--- src/design/binary_to_decimal_digits_defines.svh ---
// Assertion macros used by the top-level design file.
`ifndef BINARY_TO_DECIMAL_DIGITS_DEFINES_SVH
`define BINARY_TO_DECIMAL_DIGITS_DEFINES_SVH

// Same-cycle implication, checked out of reset.
`define B2D_ASSERT_SAME(label, clk, rstn, ante, cons, msg) \
    label: assert property (@(posedge clk) disable iff (!(rstn)) (ante) |-> (cons)) \
        else $error(msg);

// Next-cycle implication, checked out of reset.
`define B2D_ASSERT_NEXT(label, clk, rstn, ante, cons, msg) \
    label: assert property (@(posedge clk) disable iff (!(rstn)) (ante) |=> (cons)) \
        else $error(msg);

`endif

--- src/design/b2d_pkg.sv ---
package b2d_pkg;

    localparam int VALUE_W    = 64;
    localparam int DIGIT_W    = 4;
    localparam int NUM_DIGITS = 20;
    localparam int BCD_W      = NUM_DIGITS * DIGIT_W;
    localparam int COL_W      = 5;
    localparam int CHAR_W     = 6;
    localparam int BIT_CNT_W  = 6;

    localparam logic [CHAR_W-1:0] CHAR_ZERO = 6'd48;

    // One converted number: packed BCD, digit 0 in the low nibble, and its digit count.
    typedef struct packed {
        logic [BCD_W-1:0] bcd;
        logic [COL_W-1:0] count;
    } conv_entry_t;

endpackage

--- src/design/b2d_front.sv ---
module b2d_front
    import b2d_pkg::*;
(
    input  logic               aclk,
    input  logic               aresetn,
    input  logic               s_valid,
    output logic               s_ready,
    input  logic [VALUE_W-1:0] s_value,
    output logic               push_valid,
    input  logic               push_ready,
    output conv_entry_t        push_entry
);

    typedef enum logic [2:0] {
        ST_IDLE = 3'b001,
        ST_CONV = 3'b010,
        ST_PUSH = 3'b100
    } front_state_t;

    front_state_t           state_reg, state_next;
    logic [VALUE_W-1:0]     value_reg, value_next;
    logic [BCD_W-1:0]       bcd_reg, bcd_next;
    logic [COL_W-1:0]       count_reg, count_next;
    logic [BIT_CNT_W-1:0]   bit_cnt_reg, bit_cnt_next;

    logic [BCD_W-1:0]       bcd_adj;
    logic [BCD_W-1:0]       bcd_shift;
    logic [COL_W-1:0]       probe_idx;
    logic [DIGIT_W-1:0]     probe_digit;

    // Shift-add-3: fix up every nibble that would overflow on doubling.
    always_comb begin
        for (int i = 0; i < NUM_DIGITS; i++) begin
            if (bcd_reg[i*DIGIT_W +: DIGIT_W] >= 4'd5) begin
                bcd_adj[i*DIGIT_W +: DIGIT_W] = bcd_reg[i*DIGIT_W +: DIGIT_W] + 4'd3;
            end else begin
                bcd_adj[i*DIGIT_W +: DIGIT_W] = bcd_reg[i*DIGIT_W +: DIGIT_W];
            end
        end
    end

    assign bcd_shift = {bcd_adj[BCD_W-2:0], value_reg[VALUE_W-1]};

    // Digit count grows by at most one per step; watch the nibble just above it.
    assign probe_idx   = (count_reg < COL_W'(NUM_DIGITS)) ? count_reg : '0;
    assign probe_digit = bcd_shift[probe_idx*DIGIT_W +: DIGIT_W];

    always_comb begin
        state_next   = state_reg;
        value_next   = value_reg;
        bcd_next     = bcd_reg;
        count_next   = count_reg;
        bit_cnt_next = bit_cnt_reg;
        case (state_reg)
            ST_IDLE: begin
                if (s_valid) begin
                    value_next   = s_value;
                    bcd_next     = '0;
                    count_next   = COL_W'(1);
                    bit_cnt_next = '0;
                    state_next   = ST_CONV;
                end
            end
            ST_CONV: begin
                bcd_next     = bcd_shift;
                value_next   = {value_reg[VALUE_W-2:0], 1'b0};
                bit_cnt_next = bit_cnt_reg + BIT_CNT_W'(1);
                if (count_reg < COL_W'(NUM_DIGITS) && probe_digit != '0) begin
                    count_next = count_reg + COL_W'(1);
                end
                if (bit_cnt_reg == BIT_CNT_W'(VALUE_W - 1)) begin
                    state_next = ST_PUSH;
                end
            end
            ST_PUSH: begin
                if (push_ready) begin
                    state_next = ST_IDLE;
                end
            end
            default: begin
                state_next = ST_IDLE;
            end
        endcase
    end

    always_ff @(posedge aclk) begin
        if (!aresetn) begin
            state_reg <= ST_IDLE;
        end else begin
            state_reg <= state_next;
        end
        value_reg   <= value_next;
        bcd_reg     <= bcd_next;
        count_reg   <= count_next;
        bit_cnt_reg <= bit_cnt_next;
    end

    assign s_ready          = (state_reg == ST_IDLE);
    assign push_valid       = (state_reg == ST_PUSH);
    assign push_entry.bcd   = bcd_reg;
    assign push_entry.count = count_reg;

endmodule

--- src/design/b2d_queue.sv ---
module b2d_queue
    import b2d_pkg::*;
#(
    parameter int DEPTH = 2
) (
    input  logic        aclk,
    input  logic        aresetn,
    input  logic        push_valid,
    output logic        push_ready,
    input  conv_entry_t push_entry,
    output logic        pop_valid,
    input  logic        pop_ready,
    output conv_entry_t pop_entry
);

    localparam int PTR_W = (DEPTH > 1) ? $clog2(DEPTH) : 1;
    localparam int CNT_W = $clog2(DEPTH + 1);

    conv_entry_t        mem [DEPTH];
    conv_entry_t        head_reg;
    logic               head_valid_reg, head_valid_next;
    logic [PTR_W-1:0]   wr_ptr_reg, wr_ptr_next;
    logic [PTR_W-1:0]   rd_ptr_reg, rd_ptr_next;
    logic [CNT_W-1:0]   fill_reg, fill_next;
    logic               do_push, do_pop;
    logic               head_free, mem_wr, mem_rd, bypass;

    // Head of the queue lives in its own register; the array holds the entries behind it.
    // An empty queue passes a push straight into the head.
    assign push_ready = (fill_reg != CNT_W'(DEPTH));
    assign pop_valid  = head_valid_reg;
    assign pop_entry  = head_reg;
    assign do_push    = push_valid && push_ready;
    assign do_pop     = head_valid_reg && pop_ready;
    assign head_free  = !head_valid_reg || do_pop;
    assign mem_rd     = head_free && (fill_reg != '0);
    assign bypass     = do_push && head_free && (fill_reg == '0);
    assign mem_wr     = do_push && !bypass;

    always_comb begin
        wr_ptr_next     = wr_ptr_reg;
        rd_ptr_next     = rd_ptr_reg;
        fill_next       = fill_reg;
        head_valid_next = head_valid_reg;
        if (mem_wr) begin
            wr_ptr_next = (wr_ptr_reg == PTR_W'(DEPTH - 1)) ? '0 : wr_ptr_reg + PTR_W'(1);
        end
        if (mem_rd) begin
            rd_ptr_next = (rd_ptr_reg == PTR_W'(DEPTH - 1)) ? '0 : rd_ptr_reg + PTR_W'(1);
        end
        if (mem_wr && !mem_rd) begin
            fill_next = fill_reg + CNT_W'(1);
        end else if (mem_rd && !mem_wr) begin
            fill_next = fill_reg - CNT_W'(1);
        end
        if (head_free) begin
            head_valid_next = mem_rd || bypass;
        end
    end

    always_ff @(posedge aclk) begin
        if (!aresetn) begin
            wr_ptr_reg     <= '0;
            rd_ptr_reg     <= '0;
            fill_reg       <= '0;
            head_valid_reg <= 1'b0;
        end else begin
            wr_ptr_reg     <= wr_ptr_next;
            rd_ptr_reg     <= rd_ptr_next;
            fill_reg       <= fill_next;
            head_valid_reg <= head_valid_next;
        end
        if (mem_wr) begin
            mem[wr_ptr_reg] <= push_entry;
        end
        if (mem_rd) begin
            head_reg <= mem[rd_ptr_reg];
        end else if (bypass) begin
            head_reg <= push_entry;
        end
    end

endmodule

--- src/design/b2d_back.sv ---
module b2d_back
    import b2d_pkg::*;
(
    input  logic              aclk,
    input  logic              aresetn,
    input  logic              pop_valid,
    output logic              pop_ready,
    input  conv_entry_t       pop_entry,
    output logic              m_valid,
    input  logic              m_ready,
    output logic [CHAR_W-1:0] m_char_code,
    output logic [COL_W-1:0]  m_column,
    output logic              m_last
);

    logic               busy_reg, busy_next;
    logic [BCD_W-1:0]   digits_reg, digits_next;
    logic [COL_W-1:0]   col_reg, col_next;
    logic               out_done;

    assign out_done  = busy_reg && m_ready;
    // Load the next number once the most significant digit of this one goes out.
    assign pop_ready = !busy_reg || (out_done && col_reg == '0);

    always_comb begin
        busy_next   = busy_reg;
        digits_next = digits_reg;
        col_next    = col_reg;
        if (pop_valid && pop_ready) begin
            busy_next   = 1'b1;
            digits_next = pop_entry.bcd;
            col_next    = pop_entry.count - COL_W'(1);
        end else if (out_done) begin
            digits_next = {DIGIT_W'(0), digits_reg[BCD_W-1:DIGIT_W]};
            col_next    = col_reg - COL_W'(1);
            if (col_reg == '0) begin
                busy_next = 1'b0;
            end
        end
    end

    always_ff @(posedge aclk) begin
        if (!aresetn) begin
            busy_reg <= 1'b0;
        end else begin
            busy_reg <= busy_next;
        end
        digits_reg <= digits_next;
        col_reg    <= col_next;
    end

    assign m_valid     = busy_reg;
    assign m_char_code = CHAR_ZERO + {{(CHAR_W - DIGIT_W){1'b0}}, digits_reg[DIGIT_W-1:0]};
    assign m_column    = col_reg;
    assign m_last      = (col_reg == '0);

endmodule

--- src/design/binary_to_decimal_digits.sv ---
// Throughput: the front end takes a new number only after its 64-step shift-add-3
//   loop has finished and the result has gone into the queue; digit output runs at
//   one transaction a cycle while m_ready is high.
// A number of n digits takes n output transactions; a slow sink is absorbed by the queue.
// Reset: synchronous, active-low aresetn empties the queue and idles both ends.
`include "binary_to_decimal_digits_defines.svh"

module binary_to_decimal_digits
    import b2d_pkg::*;
#(
    parameter int QUEUE_DEPTH = 2
) (
    input  logic               aclk,
    input  logic               aresetn,
    input  logic               s_valid,
    output logic               s_ready,
    input  logic [VALUE_W-1:0] s_value,
    output logic               m_valid,
    input  logic               m_ready,
    output logic [CHAR_W-1:0]  m_char_code,
    output logic [COL_W-1:0]   m_column,
    output logic               m_last
);

    // Front end: takes one value and runs double-dabble over its 64 bits, one bit a
    // cycle, tracking the digit count as the BCD word grows.
    logic        push_valid, push_ready;
    conv_entry_t push_entry;

    // Back end: emits digits least significant first; column counts down to 0 on the
    // most significant digit, which closes the number.
    logic        pop_valid, pop_ready;
    conv_entry_t pop_entry;

    b2d_front u_front (
        .aclk       (aclk),
        .aresetn    (aresetn),
        .s_valid    (s_valid),
        .s_ready    (s_ready),
        .s_value    (s_value),
        .push_valid (push_valid),
        .push_ready (push_ready),
        .push_entry (push_entry)
    );

    // Short queue of finished conversions so the front can start the next number
    // while the back is still streaming digits.
    b2d_queue #(
        .DEPTH (QUEUE_DEPTH)
    ) u_queue (
        .aclk       (aclk),
        .aresetn    (aresetn),
        .push_valid (push_valid),
        .push_ready (push_ready),
        .push_entry (push_entry),
        .pop_valid  (pop_valid),
        .pop_ready  (pop_ready),
        .pop_entry  (pop_entry)
    );

    b2d_back u_back (
        .aclk        (aclk),
        .aresetn     (aresetn),
        .pop_valid   (pop_valid),
        .pop_ready   (pop_ready),
        .pop_entry   (pop_entry),
        .m_valid     (m_valid),
        .m_ready     (m_ready),
        .m_char_code (m_char_code),
        .m_column    (m_column),
        .m_last      (m_last)
    );

    // Every digit leaving must be a decimal character.
    `B2D_ASSERT_SAME(a_char_decimal, aclk, aresetn, m_valid, (m_char_code >= CHAR_ZERO) && (m_char_code <= CHAR_ZERO + 6'd9), "digit outside '0'..'9'")
    // Within a number the digits follow one another with the column stepping down.
    `B2D_ASSERT_NEXT(a_col_step, aclk, aresetn, m_valid && m_ready && !m_last, m_valid && (m_column == COL_W'($past(m_column) - COL_W'(1))), "digit string broken")
    // The front end is busy converting for the cycle after it takes a value.
    `B2D_ASSERT_NEXT(a_front_busy, aclk, aresetn, s_valid && s_ready, !s_ready, "front end took two values back to back")

endmodule
--- config.mk ---
export PLATFORM = sky130hd
export DESIGN_NAME = binary_to_decimal_digits
export DESIGN_NICKNAME = d
export VERILOG_FILES = /design/src/design/b2d_pkg.sv /design/src/design/b2d_front.sv /design/src/design/b2d_queue.sv /design/src/design/b2d_back.sv /design/src/design/binary_to_decimal_digits.sv
export VERILOG_INCLUDE_DIRS = /design/src /design/src/design
export SDC_FILE = /design/constraint.sdc
export NUM_CORES = 1
export LEC_CHECK = 0
export BUFFER_PORTS_ARGS = -buffer_cell sky130_fd_sc_hd__buf_2
export CAP_MARGIN = 5
export CORE_MARGIN = 2
export CORE_UTILIZATION = 60
export DETAILED_ROUTE_END_ITERATION = 12
export PLACE_DENSITY = 0.78
export SYNTH_ARGS = -nofsm -noshare
export SYNTH_HDL_FRONTEND = slang
export SYNTH_SLANG_ARGS = --single-unit
--- constraint.sdc ---
create_clock -name aclk -period 6.8 [get_ports aclk]
set_clock_uncertainty 0.2 [all_clocks]
set_input_delay 0.34 -clock aclk [delete_from_list [all_inputs] [get_ports aclk]]
set_output_delay 0.34 -clock aclk [all_outputs]
set_load 0.05 [all_outputs]
==> out/qor.yml <==
status: "finished clean"
start_util_pct: 61.0
cp_data_required_time_ns: 6.91
root_buffer: "clkbuf_16"
synth_top_area_share_pct: 66.6
routed_via_density: 5.83
boundaryPins: 82
synthSimpleGateAreaFrac_pct: 11.2
highest_layer: "met4"
synth-xor-area-share_pct: 1.37
area_delta_synth_final_pct: 13.8
synth.top_cells.by_area: "edfxtp_1 (67%), nand2_1 (5.5%), mux2i_1 (4.3%)"
core_area_um2: 36600
filler_cell_count: 2434
switchingPower_mw: 1.61
rows: 70
max-cap-violations: 0
fin_crit_sh_pct: 49.7
gp_congestion: 0.910
portBuffers: 79
ant_nets: 0
ys_seq_area_share_pct: 67.5
p_int_mw: 5.36
rsz0062_at_grt: "no"
cts_sinks: 505
synth-edff-count: 495
htreeDepth: 2
dieArea_um2: 38800
hold_buffers: 68
crit_path_end_kind: "flop"
dp_hpwl_um: 27300
cts_buffers: 50
maxSlewHeadroom_pct: 43.0
finalCriticalPeriod_ns: 3.38
ys_async_sr_fraction_pct: 0
pwr-share-seq_pct: 52.8
utilization_pct: 69.4
final_layout_size_suffix_gt1_share_pct: 9.50
post_cts_buffers: 0
worst_setup_path_start_kind: "flop"
synth_area_per_cell_um2: 12.9
grt_pass1_wl_um: 72800
antenna_found_initial: 0
wl_met3_um: 2790
worstMarginPinSlew_ns: 0.855
drt_iter0_drc: 1054
synthMostInstantiatedCell: "edfxtp_1"
postCtsResizedCells: 0
grt_pass1_vias: 14000
ys.flop_type: "edfxtp_1"
wl_met1_um: 18500
synth_compound_area_share_pct: 6.54
setup_viol: 0
clk_latency_ns: 0.58
syn_inst: 1729
hold_viol: 0
power.share.clock_pct: 39.2
power-per-cell-area_nw_per_um2: 274
first_pass_iters: 7
critPathKind: "flop to flop"
synth-adder-area-share_pct: 2.47
remaining_drc_errors: 0
combPwrFrac_pct: 8.0
dpl_cell_area_um2: 23100
antenna_cells: 0
grt_max_degree: 81
cp_max_fo: 36
largest_reg_flops: 170
wl_met2_um: 23100
cp.arrival_ns: 3.49
hold_class: "flop to flop"
fin_nets: 1978
cts.path.max_buffers: 3
synth_top_area_cell: "edfxtp_1"
die_height_um: 197
switching_share_pct: 23.0
wl_per_cell_um: 19.3
drt-total-wl_um: 45800
final.setup.tns_ns: 0
synth_top_family_by_area: "simple AND/OR/NAND/NOR gates"
drv_slew: 0
synth.ff_latch_count: 505
die_w_um: 197
p_leak_nw: 9.08
fmax_mhz: 296
muxShareOfSynthArea_pct: 8.40
clkTransAtPathRegs_ns: 0.06
synth_cell_types: 61
vdd_ir_drop_max_mv: 0.220
top_register: "u_queue.mem"
gr-usage-all-layers_pct: 23.9
ys_warn_count: 0
grt_overflow: 0
cts_tree: "done"
fin_area_um2: 25400
synth_common_cells: "edfxtp_1 (495), nand2_1 (325), nor2_1 (122), o21ai_0 (122), mux2i_1 (95)"
synth_area_um2: 22300
vias: 13800
[cell usage in the layout (no fill, tap or decap), types with 7 or more instances in the layout]
cell type / count
mux2i_1: 95
clkinv_2: 9
clkbuf_1: 8
a31oi_1: 15
clkinv_1: 14
inv_1: 56
nor2b_1: 7
ha_1: 44
mux2_1: 76
nand3_1: 12
nor3b_1: 27
clkbuf_16: 51
xor2_1: 10
nand2b_1: 22
a21oi_1: 78
nand2_1: 324
dfxtp_1: 9
xnor2_1: 25
nand3b_1: 9
dlygate4sd3_1: 68
and2_1: 20
buf_4: 15
o21ai_0: 122
edfxtp_1: 495
nor2_1: 121
nor3_1: 13
buf_2: 79
[worst max-delay path: stages (launching register included)]
cell and delay [ns]:
edfxtp_1 0.42, or4_1 0.58, nor2_2 0.18, a21boi_2 0.11, nand2b_4 0.44, mux2i_1 0.45, ha_1 0.29, nand3b_1 0.13
xor2_1 0.19, mux2i_1 0.10
[kinds of logic (layout without fill, tap and decap cells)]
kind of cell    Yosys count  in the layout
flops                   505            505
other cells               1              2
xor+xnor                 35             35
fa+ha+maj                44             44
simple gates            573            573
buf+inv                 135            310
mux                     176            176
compound gates          260            260
[layout make-up]
cell class                 count  area, um2  share of cell area, %
multi-input combinational   1090       6740                   26.5
clock inverter                32        308                   1.21
sequential                   505      15100                   59.3
clock buffer                  59       1310                   5.14
tap                          468        586                   2.30
timing repair buffer         162       1190                   4.68
inverter                      57        214                  0.842
[per-stage QoR]
| stage | setup slack, ns | total power, mW | hold slack [ns] | cells |
|---|---|---|---|---|
| floorplan | 0.955 | 4.08 | 0.231 | 1730 |
| global placement | 3.59 | 4.22 | 0.283 | 2214 |
| detailed placement | 3.53 | 4.25 | 0.296 | 2214 |
| CTS | 3.46 | 6.99 | 0.310 | 2373 |
| global route | 3.25 | 7.19 | 0.333 | 2373 |
| finish | 3.42 | 6.97 | 0.310 | 2373 |
[layer usage]
layer | track usage, % | up-vias
met3 | 4.09 | 102
met1 | 30.4 | 6763
met2 | 41.3 | 457
met5 | 0 | -
met4 | 9.36 | 0
li1 | - | 6521
[path summary, 6_finish.rpt]
path | start | endpoint | slack [ns] | cells past startpoint
setup / recovery | u_back.m_column[0]$_DFFE_PP_ | u_back.m_column[4]$_DFFE_PP_ | 3.42 | 9
hold / removal | u_queue.rd_ptr_reg$_SDFFE_PN0P_ | flop | 0.31 | 2
setup reg to reg | u_back.m_column[0]$_DFFE_PP_ | u_back.m_column[4]$_DFFE_PP_ | 3.42 | 9
hold reg to reg | u_queue.rd_ptr_reg$_SDFFE_PN0P_ | flop | 0.31 | 2
[power groups by stage]
stage                     logic, mW  registers [mW]  clock network [mW]
after floorplan               0.377            3.71                   0
after global placement        0.490            3.73                   0
after detailed placement      0.514            3.74                   0
after CTS                     0.550            3.67                2.77
after global routing          0.618            3.69                2.89
final                         0.559            3.68                2.73
No activity file was read; power rests on OpenSTA's default activity.
